File: config.mk
export PLATFORM = sky130hd
export DESIGN_NAME = typed_rpn_evaluation_stack_unit
export DESIGN_NICKNAME = d
export VERILOG_FILES = /design/src/rtl/trpn_pkg.sv /design/src/rtl/typed_rpn_evaluation_stack_unit.sv
export SDC_FILE = /design/constraint.sdc
export NUM_CORES = 2
export LEC_CHECK = 0
export BUFFER_PORTS_ARGS = -buffer_cell sky130_fd_sc_hd__buf_2
export CORE_MARGIN = 2
export CORE_UTILIZATION = 35
export CTS_CLUSTER_SIZE = 12
export DETAILED_ROUTE_END_ITERATION = 6
export HOLD_SLACK_MARGIN = 0.08
export PLACE_DENSITY = 0.6
export SYNTH_ARGS = -nofsm -noshare
export SYNTH_HDL_FRONTEND = slang
export SYNTH_SLANG_ARGS = --single-unit
File: constraint.sdc
create_clock -name clk -period 13 [get_ports clk]
set_input_delay 0.65 -clock clk [delete_from_list [all_inputs] [get_ports clk]]
set_output_delay 0.65 -clock clk [all_outputs]
set_load 0.01 [all_outputs]
File: src/rtl/trpn_pkg.sv
`timescale 1ns / 1ps
// ----------------------------------------------------------------------------
// trpn_pkg
// Shared widths and command/status codes for the typed RPN stack unit.
// ----------------------------------------------------------------------------
package trpn_pkg;

  localparam int StackDepth = 64;
  localparam int PtrW       = $clog2(StackDepth);
  localparam int CntW       = $clog2(StackDepth + 1);
  localparam int DataW      = 32;
  localparam int EntryW     = DataW + 1;

  typedef logic [4:0]        cmd_t;
  typedef logic [2:0]        status_t;
  typedef logic [DataW-1:0]  data_t;
  typedef logic [EntryW-1:0] entry_t;
  typedef logic [CntW-1:0]   cnt_t;
  typedef logic [PtrW-1:0]   ptr_t;

  localparam cmd_t CMD_PUSH_INT  = 5'd0;
  localparam cmd_t CMD_PUSH_BOOL = 5'd1;
  localparam cmd_t CMD_NOT       = 5'd2;
  localparam cmd_t CMD_PRINT     = 5'd3;
  localparam cmd_t CMD_CLEAR     = 5'd4;
  localparam cmd_t CMD_DROP      = 5'd5;
  localparam cmd_t CMD_DUP       = 5'd6;
  localparam cmd_t CMD_SWAP      = 5'd7;
  localparam cmd_t CMD_ADD       = 5'd8;
  localparam cmd_t CMD_SUB       = 5'd9;
  localparam cmd_t CMD_MUL       = 5'd10;
  localparam cmd_t CMD_DIV       = 5'd11;
  localparam cmd_t CMD_MOD       = 5'd12;
  localparam cmd_t CMD_LT        = 5'd13;
  localparam cmd_t CMD_GT        = 5'd14;
  localparam cmd_t CMD_LE        = 5'd15;
  localparam cmd_t CMD_GE        = 5'd16;
  localparam cmd_t CMD_EQ        = 5'd17;

  localparam status_t ST_OK    = 3'd0;
  localparam status_t ST_EMPTY = 3'd1;
  localparam status_t ST_TYPE  = 3'd2;
  localparam status_t ST_DIV0  = 3'd3;
  localparam status_t ST_FULL  = 3'd4;

endpackage

File: src/rtl/typed_rpn_evaluation_stack_unit.sv
`timescale 1ns / 1ps
// ----------------------------------------------------------------------------
// typed_rpn_evaluation_stack_unit
// Stack of tagged int/bool entries driven by one command per input beat.
// ----------------------------------------------------------------------------
// One command is taken at a time; its result beat sits in an output register.
// Push, clear, drop and unused codes finish in the first step; print, not and
// dup also read the top entry; swap, eq, add, sub, mul and compares also read
// a second entry (one registered memory read port, one ALU stage). Div and mod
// use the shared radix-2 divider in place of the ALU stage. Empty, type and
// full errors finish early; a zero divisor runs the whole division, pushes
// zero and reports div0. A new command is taken only after the result beat
// has left. No clearing pass after reset.
module typed_rpn_evaluation_stack_unit (
  input  logic                  clk,
  input  logic                  rst_n,
  input  logic                  in_valid,
  output logic                  in_stall,
  input  trpn_pkg::cmd_t        in_cmd,
  input  logic signed [31:0]    in_literal,
  output logic                  out_valid,
  input  logic                  out_stall,
  output trpn_pkg::status_t     out_status,
  output logic                  out_print_valid,
  output logic                  out_print_is_bool,
  output logic signed [31:0]    out_print_value,
  output logic [6:0]            out_depth_now
);
  import trpn_pkg::*;

  localparam logic [3:0] S_IDLE = 4'd0;
  localparam logic [3:0] S_RDA  = 4'd1;
  localparam logic [3:0] S_GOTA = 4'd2;
  localparam logic [3:0] S_GOTB = 4'd3;
  localparam logic [3:0] S_DIV  = 4'd4;
  localparam logic [3:0] S_ALU  = 4'd5;
  localparam logic [3:0] S_PUSH = 4'd6;
  localparam logic [3:0] S_PUSH2 = 4'd7;
  localparam logic [3:0] S_DONE = 4'd8;

  logic [3:0] state_r, state_nxt;
  cmd_t       cmd_r;
  data_t      lit_r;
  cnt_t       cnt_r, cnt_nxt;
  entry_t     a_r, b_r;
  entry_t     wr1_r;
  status_t    st_r, st_nxt;
  logic       pv_r, pv_nxt;
  logic       obusy_r;

  entry_t     mem [StackDepth];
  entry_t     rd_q;
  ptr_t       top_ptr;
  ptr_t       rd_addr;
  logic       we;
  ptr_t       wa;
  entry_t     wd;

  // divider
  logic [5:0]  dcnt_r;
  logic [31:0] dq_r, dd_r;
  logic [32:0] drem_r;
  logic        dnq_r, dnr_r;
  logic [32:0] dtrial;

  logic [31:0] ua, ub;
  assign ua = a_r[31] ? (~a_r[31:0] + 32'd1) : a_r[31:0];
  assign ub = b_r[31] ? (~b_r[31:0] + 32'd1) : b_r[31:0];
  assign dtrial = {drem_r[31:0], dq_r[31]} - {1'b0, dd_r};

  // second entry is fetched while the top entry is consumed
  assign top_ptr = cnt_r[PtrW-1:0] - ptr_t'(1);
  assign rd_addr = (state_r == S_GOTA) ? (top_ptr - ptr_t'(1)) : top_ptr;

  always_ff @(posedge clk) begin
    if (we) mem[wa] <= wd;
    rd_q <= mem[rd_addr];
  end

  logic signed [31:0] sa, sb;
  assign sa = a_r[31:0];
  assign sb = b_r[31:0];
  logic ltv, eqv;
  assign ltv = sb < sa;
  assign eqv = sb == sa;

  logic full;
  assign full = cnt_r == cnt_t'(StackDepth);

  assign in_stall = (state_r != S_IDLE) || obusy_r;

  always_comb begin
    state_nxt = state_r;
    cnt_nxt   = cnt_r;
    st_nxt    = st_r;
    pv_nxt    = pv_r;
    we = 1'b0;
    wa = cnt_r[PtrW-1:0];
    wd = wr1_r;
    case (state_r)
      S_IDLE: begin
        if (in_valid && !in_stall) state_nxt = S_RDA;
      end
      S_RDA: begin
        st_nxt = ST_OK;
        pv_nxt = 1'b0;
        state_nxt = S_DONE;
        case (cmd_r)
          CMD_PUSH_INT, CMD_PUSH_BOOL: begin
            if (full) st_nxt = ST_FULL;
            else begin
              we = 1'b1;
              wd = (cmd_r == CMD_PUSH_INT) ? {1'b0, lit_r} : {1'b1, 31'd0, lit_r[0]};
              cnt_nxt = cnt_r + cnt_t'(1);
            end
          end
          CMD_CLEAR: cnt_nxt = '0;
          CMD_DROP: begin
            if (cnt_r == '0) st_nxt = ST_EMPTY;
            else cnt_nxt = cnt_r - cnt_t'(1);
          end
          CMD_PRINT, CMD_NOT, CMD_DUP, CMD_SWAP, CMD_ADD, CMD_SUB, CMD_MUL,
          CMD_DIV, CMD_MOD, CMD_LT, CMD_GT, CMD_LE, CMD_GE, CMD_EQ: begin
            if (cnt_r == '0) st_nxt = ST_EMPTY;
            else state_nxt = S_GOTA;
          end
          default: ;
        endcase
      end
      S_GOTA: begin
        state_nxt = S_DONE;
        case (cmd_r)
          CMD_PRINT: pv_nxt = 1'b1;
          CMD_DUP: begin
            if (full) st_nxt = ST_FULL;
            else begin
              we = 1'b1; wd = rd_q; cnt_nxt = cnt_r + cnt_t'(1);
            end
          end
          CMD_NOT: begin
            cnt_nxt = cnt_r - cnt_t'(1);
            if (!rd_q[32]) st_nxt = ST_TYPE;
            else begin
              we = 1'b1; wa = top_ptr; wd = {1'b1, 31'd0, ~rd_q[0]};
              cnt_nxt = cnt_r;
            end
          end
          CMD_SWAP, CMD_EQ: begin
            cnt_nxt = cnt_r - cnt_t'(1);
            if (cnt_r == cnt_t'(1)) st_nxt = ST_EMPTY;
            else state_nxt = S_GOTB;
          end
          default: begin
            if (rd_q[32]) st_nxt = ST_TYPE;
            else begin
              cnt_nxt = cnt_r - cnt_t'(1);
              if (cnt_r == cnt_t'(1)) st_nxt = ST_EMPTY;
              else state_nxt = S_GOTB;
            end
          end
        endcase
      end
      S_GOTB: begin
        if (cmd_r == CMD_SWAP || cmd_r == CMD_EQ) begin
          cnt_nxt = cnt_r - cnt_t'(1);
          state_nxt = (cmd_r == CMD_SWAP) ? S_PUSH2 : S_ALU;
        end else if (rd_q[32]) begin
          st_nxt = ST_TYPE;
          state_nxt = S_DONE;
        end else begin
          cnt_nxt = cnt_r - cnt_t'(1);
          state_nxt = (cmd_r == CMD_DIV || cmd_r == CMD_MOD) ? S_DIV : S_ALU;
        end
      end
      S_DIV: begin
        if (dcnt_r == 6'd33) state_nxt = S_PUSH;
      end
      S_ALU: state_nxt = S_PUSH;
      S_PUSH: begin
        we = 1'b1; wd = wr1_r; cnt_nxt = cnt_r + cnt_t'(1);
        if ((cmd_r == CMD_DIV || cmd_r == CMD_MOD) && a_r[31:0] == '0) st_nxt = ST_DIV0;
        state_nxt = S_DONE;
      end
      S_PUSH2: begin
        we = 1'b1; wd = a_r; cnt_nxt = cnt_r + cnt_t'(1);
        state_nxt = S_PUSH;
      end
      S_DONE: state_nxt = S_IDLE;
      default: state_nxt = S_IDLE;
    endcase
  end

  always_ff @(posedge clk) begin
    if (!rst_n) begin
      state_r <= S_IDLE;
      cnt_r   <= '0;
      obusy_r <= 1'b0;
      st_r    <= ST_OK;
      pv_r    <= 1'b0;
      dcnt_r  <= '0;
    end else begin
      state_r <= state_nxt;
      cnt_r   <= cnt_nxt;
      st_r    <= st_nxt;
      pv_r    <= pv_nxt;
      if (state_r == S_DONE) obusy_r <= 1'b1;
      else if (!out_stall) obusy_r <= 1'b0;
      if (state_r == S_GOTB) dcnt_r <= '0;
      else if (state_r == S_DIV) dcnt_r <= dcnt_r + 6'd1;
    end
  end

  always_ff @(posedge clk) begin
    if (state_r == S_IDLE) begin
      cmd_r <= in_cmd;
      lit_r <= in_literal;
    end
    if (state_r == S_GOTA) a_r <= rd_q;
    if (state_r == S_GOTB) begin
      b_r <= rd_q;
      wr1_r <= rd_q;
    end
    if (state_r == S_DIV) begin
      if (dcnt_r == 6'd0) begin
        dq_r <= ub; dd_r <= ua; drem_r <= '0;
        dnq_r <= a_r[31] ^ b_r[31]; dnr_r <= b_r[31];
      end else if (dcnt_r <= 6'd32) begin
        if (!dtrial[32]) begin
          drem_r <= dtrial; dq_r <= {dq_r[30:0], 1'b1};
        end else begin
          drem_r <= {drem_r[31:0], dq_r[31]}; dq_r <= {dq_r[30:0], 1'b0};
        end
      end else begin
        if (a_r[31:0] == '0) wr1_r <= '0;
        else if (cmd_r == CMD_DIV)
          wr1_r <= {1'b0, dnq_r ? (~dq_r + 32'd1) : dq_r};
        else wr1_r <= {1'b0, dnr_r ? (~drem_r[31:0] + 32'd1) : drem_r[31:0]};
      end
    end
    if (state_r == S_ALU) begin
      case (cmd_r)
        CMD_ADD: wr1_r <= {1'b0, b_r[31:0] + a_r[31:0]};
        CMD_SUB: wr1_r <= {1'b0, b_r[31:0] - a_r[31:0]};
        CMD_MUL: wr1_r <= {1'b0, b_r[31:0] * a_r[31:0]};
        CMD_LT:  wr1_r <= {1'b1, 31'd0, ltv};
        CMD_GT:  wr1_r <= {1'b1, 31'd0, !ltv && !eqv};
        CMD_LE:  wr1_r <= {1'b1, 31'd0, ltv || eqv};
        CMD_GE:  wr1_r <= {1'b1, 31'd0, !ltv};
        CMD_EQ:  wr1_r <= {1'b1, 31'd0, a_r == b_r};
        default: wr1_r <= wr1_r;
      endcase
    end
  end

  assign out_valid         = obusy_r;
  assign out_status        = st_r;
  assign out_print_valid   = pv_r;
  assign out_print_is_bool = pv_r & a_r[32];
  assign out_print_value   = pv_r ? a_r[31:0] : 32'd0;
  assign out_depth_now     = 7'(cnt_r);

endmodule

==> flow_metrics.py <==
metrics = {
    "outcome": {
        "status": "complete, but fails checks",
        "violations": "DRC",
    },
    "die": {
        "start_util_pct": 35.1,
        "core.rowCount": 213,
        "core_area_um2": 336000,
        "fp.dieW_um": 584,
        "die_area_um2": 341000,
        "boundaryPins": 87,
        "fp.dieH_um": 584,
    },
    "yosys": {
        "synth-xor-area-share_pct": 2.04,
        "synthMuxAreaShare_pct": 11.6,
        "synth-compound-area-share_pct": 6.47,
        "synthCells": 7743,
        "avgSynthCellArea_um2": 15.2,
        "synth_top_family_by_area": "multiplexers",
        "synth_top_area_share_pct": 59.8,
        "synth_warnings": 0,
        "async_flop_share_pct": 0,
        "ys_top_cells_by_area": "edfxtp_1 60%, mux4_2 10%, fa_1 7.0%, ha_1 2.5%, a211oi_1 1.7%",
        "synthTopCellsByCount": "2346 x edfxtp_1, 528 x mux4_2, 524 x inv_1, 520 x nand2_1, 411 x fa_1",
        "yosysMostFrequentCell": "edfxtp_1",
        "synth-edff-count": 2346,
        "synth_ff_type": "edfxtp_1",
        "synth.largest_area_cell": "edfxtp_1",
        "ys_types": 95,
        "syn_nets": 8427,
        "synthAdderAreaFrac_pct": 9.45,
        "synth-seq-cells": 2401,
        "synth_area_um2": 118000,
        "yosys.area_share.simple_pct": 6.49,
        "synth_seq_area_share_pct": 60.7,
    },
    "worst_setup_path": {
        "cp.required_ps": 13710,
        "cp-end-kind": "flip-flop",
        "path_class": "flip-flop to flip-flop",
        "worstPathMaxFanout": 16,
        "critPathLaunchType": "flip-flop",
        "crit_arrival_ps": 9090,
        "rr_worst_depth": 23,
    },
    "grt": {
        "grtUsageMet3_pct": 4.11,
        "grt-busiest-layer": "met2",
        "grt_pass1_vias": 71700,
        "met2_usage_pct": 32.7,
        "antenna_found_initial": 11,
        "grt_pass1_wl_um": 514000,
        "grt_usage_pct": 20.8,
        "overflow": 0,
        "grtUsageMet1_pct": 27.1,
        "grt_max_degree": 118,
    },
    "place": {
        "dp_hpwl_um": 220000,
        "placedCellCount": 12100,
        "numPortBuffers": 86,
        "routabilityCongestion": 0.960,
    },
    "pwr": {
        "ir_drop_v": 0.000121,
        "totalPowerFinal_uw": 19700,
        "powerDensity_nw_per_um2": 147,
        "leakagePower_uw": 0.0473,
    },
    "sta": {
        "fmax_mhz": 119,
        "post-route-period-util_pct": 64.5,
        "slew_headroom_pct": 6.92,
        "tightest_slew_ps": 1400,
        "hold_violations": 0,
        "grt_setup_unrepaired": "false",
        "min_period_ps": 8390,
        "finalClockSkew_ps": 82.7,
        "setup_viol": 0,
        "whs_ps": 126,
        "fin_setup_tns_ps": 0,
        "final-max-slew-violation-count": 0,
    },
    "routing": {
        "post_drt_via_cell_ratio": 5.53,
        "drt_iter0_drc": 8302,
        "firstDrtPassIters": 7,
        "vias": 69900,
        "wl_um": 357000,
        "wl_per_cell_um": 28.3,
        "detail-route-antenna-nets": 0,
        "drc": 6,
    },
    "cts": {
        "clkSinkCount": 2401,
        "path_clk_slew_ps": 60,
        "insertion_delay_ps": 910,
        "clockBufferDepth": 4,
        "htreeDepth": 5,
        "cts_made_buffers": 273,
        "cts_resized": 0,
        "root_buffer": "clkbuf_16",
        "cts_tree": "yes",
    },
    "cells_and_area": {
        "regArea_um2": 71500,
        "multi_input_area_um2": 43200,
        "finalNetCount": 8597,
        "fill_cells": 30700,
        "fin_util_pct": 39.7,
        "drive_above_1_share_pct": 16.8,
        "area_delta_synth_final_pct": 13.3,
        "final_cells": 12600,
    },
    "hold_path": {
        "hold_class": "primary input to flip-flop",
        "min_path_cells": 3,
    },
    "job": {
        "cap_violations": 0,
    },
}
stage by stage:
step,instance area (um^2),setup WS [ps]
detailed placement,125000,4920
global placement,125000,4940
finish,134000,4610
floorplan,118000,5700
CTS,133000,4820
global route,134000,4420
where the power goes:
part           switching [uW]  total [uW]  leakage [uW]  internal [uW]
sequential                226        9360        0.0222           9140
combinational            2090        3050        0.0211            954
clock                    3140        7270       0.00402           4140
state kept, by name, summed over array words and instances, names as in the netlist, 3 cells and up:
register and count:
a_r 33, wr1_r 33, drem_r 32, dcnt_r 6, out_depth_now 7, dd_r 32
dq_r 32, out_status 3, rd_q 33, b_r 33, state_r 4, cmd_r 5
lit_r 32, mem 2112
layout by cell type, fill, tap and decap left out, drive strengths merged, types with 39 or more instances in the layout:
master	instances
nand3	41
mux4	528
clkbuf	352
dfxtp	55
nor2	339
o21ai	161
o31ai	49
nand2	520
a21oi	372
nor3	52
edfxtp	2346
buf	330
and2	276
nand2b	39
fa	411
xor2	94
mux2i	174
xnor2	180
a211oi	271
nor2b	150
ha	232
clkinv	92
inv	539
final cells by class:
class / instances / share of cell area [%]
sequential: 2401 / 53.6
multi-input combinational: 4340 / 32.4
clock buffer: 352 / 5.42
tap: 4515 / 4.23
timing repair buffer: 367 / 2.07
inverter: 530 / 1.49
clock inverter: 117 / 0.827
antenna: 4 / 0.00750
path summary, 6_finish.rpt:
kind / from / endpoint / slack (ps)
worst max-delay path: b_r[1] / wr1_r[27] / 4610
worst min-delay path: out_stall / out_valid / 130
worst max register to register: b_r[1] / wr1_r[27] / 4610
worst min register to register: rd_q[26] / b_r[26] / 510
per-layer routing:
metal | vias to the layer above | wire (um) | part of all wire (%)
li1 | 29500 | - | -
met1 | 36500 | 140000 | 39
met2 | 3161 | 165000 | 46
met3 | 700 | 30300 | 8.5
met4 | 0 | 21500 | 6.0
met5 | - | 0 | 0
critical path, stage by stage, from the launching register on:
cell	delay [ps]
edfxtp_1	700
inv_1	710
buf_4	370
nor2_1	100
fa_1	430
fa_1	500
inv_1	50
fa_1	500
inv_1	50
ha_1	180
fa_1	460
fa_1	580
fa_1	450
fa_1	470
ha_1	350
o21ai_0	190
nor2_1	80
o41a_1	340
or3_1	340
nor2_1	120
o31ai_1	90
xor2_1	740
a221oi_1	220
nor2_1	150
what timing repair did:
| item | CTS | global route |
|---|---|---|
| setup buffers | 0 | 0 |
| hold endpoints to repair | 37 | 0 |
| hold buffers | 37 | 0 |
| endpoints found under the setup margin | 0 | 0 |
cell families after synthesis:
logic type,Yosys count
fa+ha+maj,644
compound gates,1159
simple gates,1560
flops,2401
mux,703
xor+xnor,274
buf+inv,1002
Power figures use the tool's default switching activity.
